## config.mk

```make
export PLATFORM = sky130hd
export DESIGN_NAME = line_rasterizer
export DESIGN_NICKNAME = d
export VERILOG_FILES = /design/src/sv/lr_pkg.sv /design/src/sv/line_rasterizer.sv /design/src/sv/lr_front.sv /design/src/sv/lr_queue.sv /design/src/sv/lr_back.sv
export SDC_FILE = /design/constraint.sdc
export NUM_CORES = 1
export LEC_CHECK = 0
export BUFFER_PORTS_ARGS = -buffer_cell sky130_fd_sc_hd__buf_2
export CAP_MARGIN = 20
export CORE_MARGIN = 2
export CORE_UTILIZATION = 40
export CTS_CLUSTER_SIZE = 20
export DETAILED_ROUTE_END_ITERATION = 6
export SYNTH_ARGS = -nofsm -noshare
export SYNTH_HDL_FRONTEND = slang
export SYNTH_SLANG_ARGS = --single-unit
```

## constraint.sdc

```tcl
create_clock -name clk -period 34.1 [get_ports clk]
set_input_delay 5.115 -clock clk [delete_from_list [all_inputs] [get_ports clk]]
set_output_delay 5.115 -clock clk [all_outputs]
set_load 0.01 [all_outputs]
```

## src/sv/lr_pkg.sv

```systemverilog
// Shared constants and types for the line rasterizer.
// Used by the front, queue, back, top-level and checker files; depends on nothing.
package lr_pkg;

  localparam int COORD_BITS_DEFAULT = 10;
  localparam int QUEUE_DEPTH        = 2;

  localparam logic KIND_LOAD = 1'b0;
  localparam logic KIND_STEP = 1'b1;

  typedef struct packed {
    logic is_step;
    logic steep;
    logic minor_down;
  } lr_flags_t;

  localparam int FLAGS_BITS = $bits(lr_flags_t);

endpackage

```

## src/sv/line_rasterizer.sv

```systemverilog
// Top level of the Bresenham line rasterizer: front setup, queue and back stepper.
// Depends on lr_pkg, lr_front, lr_queue and lr_back.
//
//   channel | direction | handshake            | payload
//   in      | input     | in_valid / in_stall   | kind, start_x, start_y, end_x, end_y
//   out     | output    | out_valid / out_stall | pixel_x, pixel_y, last
//
// One item is accepted every cycle while the two-entry queue has room.
// A step item's pixel passes through a queue entry and is then written to the result register.
// Line setup is done in the front in the cycle of acceptance; each pixel is one
// subtract, one conditional add and one compare in the back.
// Reset empties the queue, clears the result register and leaves the block idle.
// A stalled result holds the back, and the queue then fills and stalls the input.
module line_rasterizer #(
  parameter int COORD_BITS = lr_pkg::COORD_BITS_DEFAULT
) (
  input  logic                  clk,
  input  logic                  rst_n,
  input  logic                  in_valid,
  output logic                  in_stall,
  input  logic                  in_kind,
  input  logic [COORD_BITS-1:0] in_start_x,
  input  logic [COORD_BITS-1:0] in_start_y,
  input  logic [COORD_BITS-1:0] in_end_x,
  input  logic [COORD_BITS-1:0] in_end_y,
  output logic                  out_valid,
  input  logic                  out_stall,
  output logic [COORD_BITS-1:0] out_pixel_x,
  output logic [COORD_BITS-1:0] out_pixel_y,
  output logic                  out_last
);

  localparam int ENTRY_BITS = lr_pkg::FLAGS_BITS + 5 * COORD_BITS;

  lr_pkg::lr_flags_t     f_flags;
  logic [COORD_BITS-1:0] f_major_pos;
  logic [COORD_BITS-1:0] f_major_end;
  logic [COORD_BITS-1:0] f_minor_pos;
  logic [COORD_BITS-1:0] f_major_span;
  logic [COORD_BITS-1:0] f_minor_span;
  logic [ENTRY_BITS-1:0] q_push_data;
  logic [ENTRY_BITS-1:0] q_pop_data;
  logic                  q_full;
  logic                  q_not_empty;
  logic                  q_pop;
  lr_pkg::lr_flags_t     b_flags;
  logic [COORD_BITS-1:0] b_major_pos;
  logic [COORD_BITS-1:0] b_major_end;
  logic [COORD_BITS-1:0] b_minor_pos;
  logic [COORD_BITS-1:0] b_major_span;
  logic [COORD_BITS-1:0] b_minor_span;

  lr_front #(.COORD_BITS(COORD_BITS)) u_front (
    .in_kind    (in_kind),
    .in_start_x (in_start_x),
    .in_start_y (in_start_y),
    .in_end_x   (in_end_x),
    .in_end_y   (in_end_y),
    .flags      (f_flags),
    .major_pos  (f_major_pos),
    .major_end  (f_major_end),
    .minor_pos  (f_minor_pos),
    .major_span (f_major_span),
    .minor_span (f_minor_span)
  );

  assign q_push_data = {f_flags, f_major_pos, f_major_end, f_minor_pos,
                        f_major_span, f_minor_span};
  assign in_stall    = q_full;

  lr_queue #(.WIDTH(ENTRY_BITS)) u_queue (
    .clk       (clk),
    .rst_n     (rst_n),
    .push      (in_valid && !q_full),
    .push_data (q_push_data),
    .full      (q_full),
    .pop       (q_pop),
    .pop_data  (q_pop_data),
    .not_empty (q_not_empty)
  );

  assign {b_flags, b_major_pos, b_major_end, b_minor_pos,
          b_major_span, b_minor_span} = q_pop_data;

  lr_back #(.COORD_BITS(COORD_BITS)) u_back (
    .clk            (clk),
    .rst_n          (rst_n),
    .cmd_valid      (q_not_empty),
    .cmd_pop        (q_pop),
    .cmd_flags      (b_flags),
    .cmd_major_pos  (b_major_pos),
    .cmd_major_end  (b_major_end),
    .cmd_minor_pos  (b_minor_pos),
    .cmd_major_span (b_major_span),
    .cmd_minor_span (b_minor_span),
    .out_valid      (out_valid),
    .out_stall      (out_stall),
    .out_pixel_x    (out_pixel_x),
    .out_pixel_y    (out_pixel_y),
    .out_last       (out_last)
  );

endmodule

```

## src/sv/lr_front.sv

```systemverilog
// Front part of the line rasterizer: classifies each item and sets up a loaded line.
// Depends on lr_pkg for the flag struct and item kind codes.
module lr_front #(
  parameter int COORD_BITS = lr_pkg::COORD_BITS_DEFAULT
) (
  input  logic                  in_kind,
  input  logic [COORD_BITS-1:0] in_start_x,
  input  logic [COORD_BITS-1:0] in_start_y,
  input  logic [COORD_BITS-1:0] in_end_x,
  input  logic [COORD_BITS-1:0] in_end_y,
  output lr_pkg::lr_flags_t     flags,
  output logic [COORD_BITS-1:0] major_pos,
  output logic [COORD_BITS-1:0] major_end,
  output logic [COORD_BITS-1:0] minor_pos,
  output logic [COORD_BITS-1:0] major_span,
  output logic [COORD_BITS-1:0] minor_span
);

  logic [COORD_BITS-1:0] span_x;
  logic [COORD_BITS-1:0] span_y;
  logic                  steep;
  logic [COORD_BITS-1:0] a_maj;
  logic [COORD_BITS-1:0] a_min;
  logic [COORD_BITS-1:0] b_maj;
  logic [COORD_BITS-1:0] b_min;
  logic [COORD_BITS-1:0] s_maj;
  logic [COORD_BITS-1:0] s_min;
  logic [COORD_BITS-1:0] e_maj;
  logic [COORD_BITS-1:0] e_min;

  always_comb begin
    span_x = (in_start_x > in_end_x) ? (in_start_x - in_end_x) : (in_end_x - in_start_x);
    span_y = (in_start_y > in_end_y) ? (in_start_y - in_end_y) : (in_end_y - in_start_y);
    steep  = span_y > span_x;
    a_maj  = steep ? in_start_y : in_start_x;
    a_min  = steep ? in_start_x : in_start_y;
    b_maj  = steep ? in_end_y   : in_end_x;
    b_min  = steep ? in_end_x   : in_end_y;
    if (a_maj > b_maj) begin
      s_maj = b_maj;
      s_min = b_min;
      e_maj = a_maj;
      e_min = a_min;
    end else begin
      s_maj = a_maj;
      s_min = a_min;
      e_maj = b_maj;
      e_min = b_min;
    end
    flags.is_step    = (in_kind == lr_pkg::KIND_STEP);
    flags.steep      = steep;
    flags.minor_down = !(s_min < e_min);
    major_pos        = s_maj;
    major_end        = e_maj;
    minor_pos        = s_min;
    major_span       = e_maj - s_maj;
    minor_span       = (s_min > e_min) ? (s_min - e_min) : (e_min - s_min);
  end

endmodule

```

## src/sv/lr_queue.sv

```systemverilog
// Short queue between the front and back parts of the line rasterizer.
// Depends on lr_pkg for its depth.
module lr_queue #(
  parameter int WIDTH = 8
) (
  input  logic             clk,
  input  logic             rst_n,
  input  logic             push,
  input  logic [WIDTH-1:0] push_data,
  output logic             full,
  input  logic             pop,
  output logic [WIDTH-1:0] pop_data,
  output logic             not_empty
);

  localparam int DEPTH    = lr_pkg::QUEUE_DEPTH;
  localparam int PTR_BITS = (DEPTH > 1) ? $clog2(DEPTH) : 1;
  localparam int CNT_BITS = $clog2(DEPTH + 1);

  logic [WIDTH-1:0]    mem_r [DEPTH];
  logic [PTR_BITS-1:0] wr_ptr_r;
  logic [PTR_BITS-1:0] wr_ptr_nxt;
  logic [PTR_BITS-1:0] rd_ptr_r;
  logic [PTR_BITS-1:0] rd_ptr_nxt;
  logic [CNT_BITS-1:0] count_r;
  logic [CNT_BITS-1:0] count_nxt;

  assign full      = (count_r == CNT_BITS'(DEPTH));
  assign not_empty = (count_r != '0);
  assign pop_data  = mem_r[rd_ptr_r];

  always_comb begin
    wr_ptr_nxt = wr_ptr_r;
    rd_ptr_nxt = rd_ptr_r;
    count_nxt  = count_r;
    if (push) begin
      wr_ptr_nxt = (wr_ptr_r == PTR_BITS'(DEPTH - 1)) ? '0 : wr_ptr_r + 1'b1;
    end
    if (pop) begin
      rd_ptr_nxt = (rd_ptr_r == PTR_BITS'(DEPTH - 1)) ? '0 : rd_ptr_r + 1'b1;
    end
    if (push && !pop) begin
      count_nxt = count_r + 1'b1;
    end else if (pop && !push) begin
      count_nxt = count_r - 1'b1;
    end
  end

  always_ff @(posedge clk) begin
    if (!rst_n) begin
      wr_ptr_r <= '0;
      rd_ptr_r <= '0;
      count_r  <= '0;
    end else begin
      wr_ptr_r <= wr_ptr_nxt;
      rd_ptr_r <= rd_ptr_nxt;
      count_r  <= count_nxt;
    end
  end

  always_ff @(posedge clk) begin
    if (push) begin
      mem_r[wr_ptr_r] <= push_data;
    end
  end

endmodule

```

## src/sv/lr_back.sv

```systemverilog
// Back part of the line rasterizer: holds the line state, steps the error term
// and drives the result register. Depends on lr_pkg for the flag struct.
module lr_back #(
  parameter int COORD_BITS = lr_pkg::COORD_BITS_DEFAULT
) (
  input  logic                  clk,
  input  logic                  rst_n,
  input  logic                  cmd_valid,
  output logic                  cmd_pop,
  input  lr_pkg::lr_flags_t     cmd_flags,
  input  logic [COORD_BITS-1:0] cmd_major_pos,
  input  logic [COORD_BITS-1:0] cmd_major_end,
  input  logic [COORD_BITS-1:0] cmd_minor_pos,
  input  logic [COORD_BITS-1:0] cmd_major_span,
  input  logic [COORD_BITS-1:0] cmd_minor_span,
  output logic                  out_valid,
  input  logic                  out_stall,
  output logic [COORD_BITS-1:0] out_pixel_x,
  output logic [COORD_BITS-1:0] out_pixel_y,
  output logic                  out_last
);

  localparam int ERR_BITS = COORD_BITS + 2;

  logic                       drawing_r;
  logic                       drawing_nxt;
  logic                       steep_r;
  logic                       minor_down_r;
  logic [COORD_BITS-1:0]      major_pos_r;
  logic [COORD_BITS-1:0]      major_end_r;
  logic [COORD_BITS-1:0]      minor_pos_r;
  logic [COORD_BITS-1:0]      major_span_r;
  logic [COORD_BITS-1:0]      minor_span_r;
  logic signed [ERR_BITS-1:0] err_r;
  logic signed [ERR_BITS-1:0] err_sub;
  logic signed [ERR_BITS-1:0] err_nxt;
  logic [COORD_BITS-1:0]      minor_step;
  logic                       is_last;
  logic                       emit;
  logic                       load;
  logic                       out_valid_r;
  logic                       out_valid_nxt;
  logic [COORD_BITS-1:0]      pixel_x_r;
  logic [COORD_BITS-1:0]      pixel_y_r;
  logic                       last_r;

  assign cmd_pop   = cmd_valid && (!out_valid_r || !out_stall);
  assign load      = cmd_pop && !cmd_flags.is_step;
  assign emit      = cmd_pop && cmd_flags.is_step && drawing_r;
  assign is_last   = (major_pos_r == major_end_r);
  assign out_valid = out_valid_r;
  assign out_pixel_x = pixel_x_r;
  assign out_pixel_y = pixel_y_r;
  assign out_last    = last_r;

  always_comb begin
    err_sub    = err_r - $signed({1'b0, minor_span_r, 1'b0});
    err_nxt    = err_sub;
    minor_step = minor_pos_r;
    if (err_sub < 0) begin
      err_nxt    = err_sub + $signed({1'b0, major_span_r, 1'b0});
      minor_step = minor_down_r ? minor_pos_r - 1'b1 : minor_pos_r + 1'b1;
    end
    drawing_nxt = drawing_r;
    if (load) begin
      drawing_nxt = 1'b1;
    end else if (emit && is_last) begin
      drawing_nxt = 1'b0;
    end
    out_valid_nxt = emit ? 1'b1 : (out_valid_r && out_stall);
  end

  always_ff @(posedge clk) begin
    if (!rst_n) begin
      drawing_r   <= 1'b0;
      out_valid_r <= 1'b0;
    end else begin
      drawing_r   <= drawing_nxt;
      out_valid_r <= out_valid_nxt;
    end
  end

  always_ff @(posedge clk) begin
    if (load) begin
      steep_r      <= cmd_flags.steep;
      minor_down_r <= cmd_flags.minor_down;
      major_pos_r  <= cmd_major_pos;
      major_end_r  <= cmd_major_end;
      minor_pos_r  <= cmd_minor_pos;
      major_span_r <= cmd_major_span;
      minor_span_r <= cmd_minor_span;
      err_r        <= $signed({2'b00, cmd_major_span});
    end else if (emit && !is_last) begin
      major_pos_r <= major_pos_r + 1'b1;
      minor_pos_r <= minor_step;
      err_r       <= err_nxt;
    end
    if (emit) begin
      pixel_x_r <= steep_r ? minor_pos_r : major_pos_r;
      pixel_y_r <= steep_r ? major_pos_r : minor_pos_r;
      last_r    <= is_last;
    end
  end

endmodule

```

==> reports/metrics.yaml <==
placement:
  gp_congestion: 0.914
  place_ws_ps: 17670
  port_buffers: 67
  dp_hpwl_mm: 24.2
critical_path:
  critPathMaxStageDelay_ps: 730
  path_max_fanout: 64
  cp.arrival_ps: 16350
  crit_top_cell: "a21oi_1"
  critPathKind: "in2reg"
  required_ps: 34270
  slowest_stage: "or4_1"
  crit_path_start_kind: "input pin"
  end_kind: "flip-flop"
clocking:
  cts_resized: 0
  clock_tree.root_cell: "clkbuf_16"
  cts-htree-levels: 4
  clock_latency_ps: 430
  hold_buffers: 0
  cts_tree: "done"
  cts_num_sinks: 197
  clk_pin_slew_ps: 70
  clock_path_buffers: 2
  cts_buffers: 17
  post_cts_buffers: 0
route:
  routed_via_density: 5.37
  drt-total-wl_mm: 31.8
  wl_per_cell_um: 18.1
  drtIter0Drc: 600
  drc_errors: 0
  postRouteAntennaNets: 0
  drt-pass1-iter-count: 5
  vias: 9415
synth:
  synth_xor_area_share_pct: 4.93
  synthArstFlopShare_pct: 0
  yosysWarnings: 0
  ys.flop_type: "edfxtp_1"
  synthMuxAreaShare_pct: 9.77
  synthSimpleGateAreaFrac_pct: 9.23
  synth_edf_count: 188
  ys_types: 72
  synthCells: 1253
  synthesis.nets: 1413
  synthAdderAreaFrac_pct: 11.7
  synth_top_family_by_area: "compound AO/OA/AOI/OAI gates"
  ys_ff_latch: 197
  synth-seq-area-share_pct: 43.7
  netlist_area_um2: 13300
  avgSynthCellArea_um2: 10.6
  synth_compound_area_share_pct: 15.9
finish:
  multiInputGateArea_um2: 6880
  antenna_cells: 0
  area_growth_pct: 10.3
  fillers: 3139
  drive_gt1_share_pct: 14.9
  fin_nets: 1459
  fin_util_pct: 45.0
  area.sequential_um2: 5830
global_route:
  grt-ovfl-total: 0
  grt_pass1_wl_mm: 50.0
  grt_pass1_vias: 9200
  grtUsageTotal_pct: 18.2
  grt_max_degree: 65
  antenna_found_initial: 0
timing:
  tightest_slew_ps: 999
  slew_viol_final: 0
  tns_ps: 0
  rsz0062_at_grt: "no"
  clock_skew_ps: 10.0
  fin_ws_ps: 17920
  final_hold_viol_count: 0
  fin_crit_sh_pct: 47.4
  setup_viol_count_final: 0
  slew_headroom_pct: 33.3
  fmax_ghz: 0.0618
  finalCriticalPeriod_ps: 16180
die:
  dieArea_um2: 34800
  num_io_pins: 68
  die_h_um: 187
  die_w_um: 187
  core_area_um2: 32700
  start_util_pct: 40.8
  placementRows: 66
flow_run:
  cap_violations: 0
min_path:
  min_path_type: "reg2reg"
run_status:
  status: "completed"
-- sequential cells by signal, indices dropped and copies added, names as in the netlist, 10 cells and up, named ones only --
name	flops
u_queue.mem_r	106
u_back.err_r	11
u_back.out_pixel_x	10
u_back.out_pixel_y	10
u_back.minor_span_r	10
u_back.major_pos_r	10
u_back.minor_pos_r	10
u_back.major_span_r	10
u_back.major_end_r	10
-- layout by cell type (no fill, tap or decap), types with 6 or more instances in the layout --
cell type and n:
a211oi_1 15, nand2b_1 10, or3_1 6, o211ai_1 25
nor2_1 66, o21bai_1 23, clkbuf_16 17, xnor2_1 49
inv_1 112, o21a_1 8, nand3_1 18, buf_4 9
o31ai_1 8, a21o_1 31, nand2_1 94, fa_1 9
xor2_1 26, dfxtp_1 8, o21ai_0 48, and2_1 13
buf_2 67, edfxtp_1 188, nor2b_1 23, and3_1 6
a21oi_1 105, ha_1 106, mux2_2 60, nand4_1 9
mux2i_1 57
-- critical path, delay by kind of cell --
kind	cells	cell delay (ps)
compound gates	25	5000
mux	2	620
buf+inv	7	1530
fa+ha+maj	6	1810
xor+xnor	2	290
simple gates	5	1920
-- kinds of logic after synthesis --
| family | after synthesis |
|---|---|
| multiplexers | 120 |
| AO/OA/AOI/OAI | 315 |
| flip-flops | 197 |
| adder cells (fa/ha/maj) | 120 |
| AND/OR/NAND/NOR | 262 |
| XOR/XNOR | 75 |
| buffers and inverters | 164 |
-- synthesized netlist by cell type (3+ instances only) --
cell,instances,area (µm²)
maj3_1,5,50.1
a21boi_0,5,37.5
or3_1,6,37.5
xnor2_1,49,429
and2_1,13,81.3
nor2b_1,23,144
a31oi_4,3,63.8
nand4_1,9,56.3
edfxtp_1,188,5650
nand2_1,94,353
ha_1,106,1330
a2111oi_0,3,26.3
nor2_1,68,255
o21a_1,8,60.1
inv_1,112,420
a21o_1,31,233
dfxtp_1,9,180
o21bai_1,23,173
xor2_1,26,228
o211ai_1,25,188
nor4_1,3,18.8
a211oi_1,15,113
a31oi_1,5,31.3
o311ai_0,4,35.0
a221oi_1,5,43.8
and3_1,7,43.8
fa_1,9,180
buf_1,15,56.3
o31ai_1,8,60.1
mux2i_1,57,571
o21ai_0,48,240
mux2_2,60,676
nand3_1,18,90.1
o21ai_1,3,15.0
a21oi_1,105,526
clkbuf_1,31,116
nand2b_1,10,62.6
-- path summary, 6_finish.rpt --
check | from | to | slack (ps) | depth (start not counted)
worst max-delay path | in_start_y[0] | u_queue.mem_r[0][8] | 17920 | 47
worst min-delay path | u_back.err_r[11] | u_back.err_r[11] | 480 | 2
worst max register to register | u_back.err_r[1] | u_back.err_r[11] | 30410 | 16
worst min register to register | u_back.err_r[11] | u_back.err_r[11] | 480 | 2
-- metal layers --
layer	track usage (%)	vias up	routed length (µm)
li1	-	4617	-
met1	25.2	4495	14900
met2	29.9	263	14800
met3	2.28	40	1480
met4	5.53	0	648
met5	0	-	0
-- metrics by stage --
stage / cells / area [µm²] / hold slack, ps
after floorplan: 1253 / 13300 / 444
after global placement: 1721 / 14100 / 460
after detailed placement: 1721 / 14100 / 469
after CTS: 1753 / 14700 / 479
after global routing: 1754 / 14700 / 494
final: 1754 / 14700 / 476
-- cell type report --
cell class              instances  area share (%)
clock inverters                14            1.09
repair buffers                 77            2.84
inverters                     114            2.93
multi-input cells             892            46.8
flip-flops and latches        197            39.6
clock buffers                  18            2.92
well taps                     442            3.76
Power is left out: the tool's default activity adds up to more than one toggle a clock period on the data nets, which glitch-free logic cannot reach.
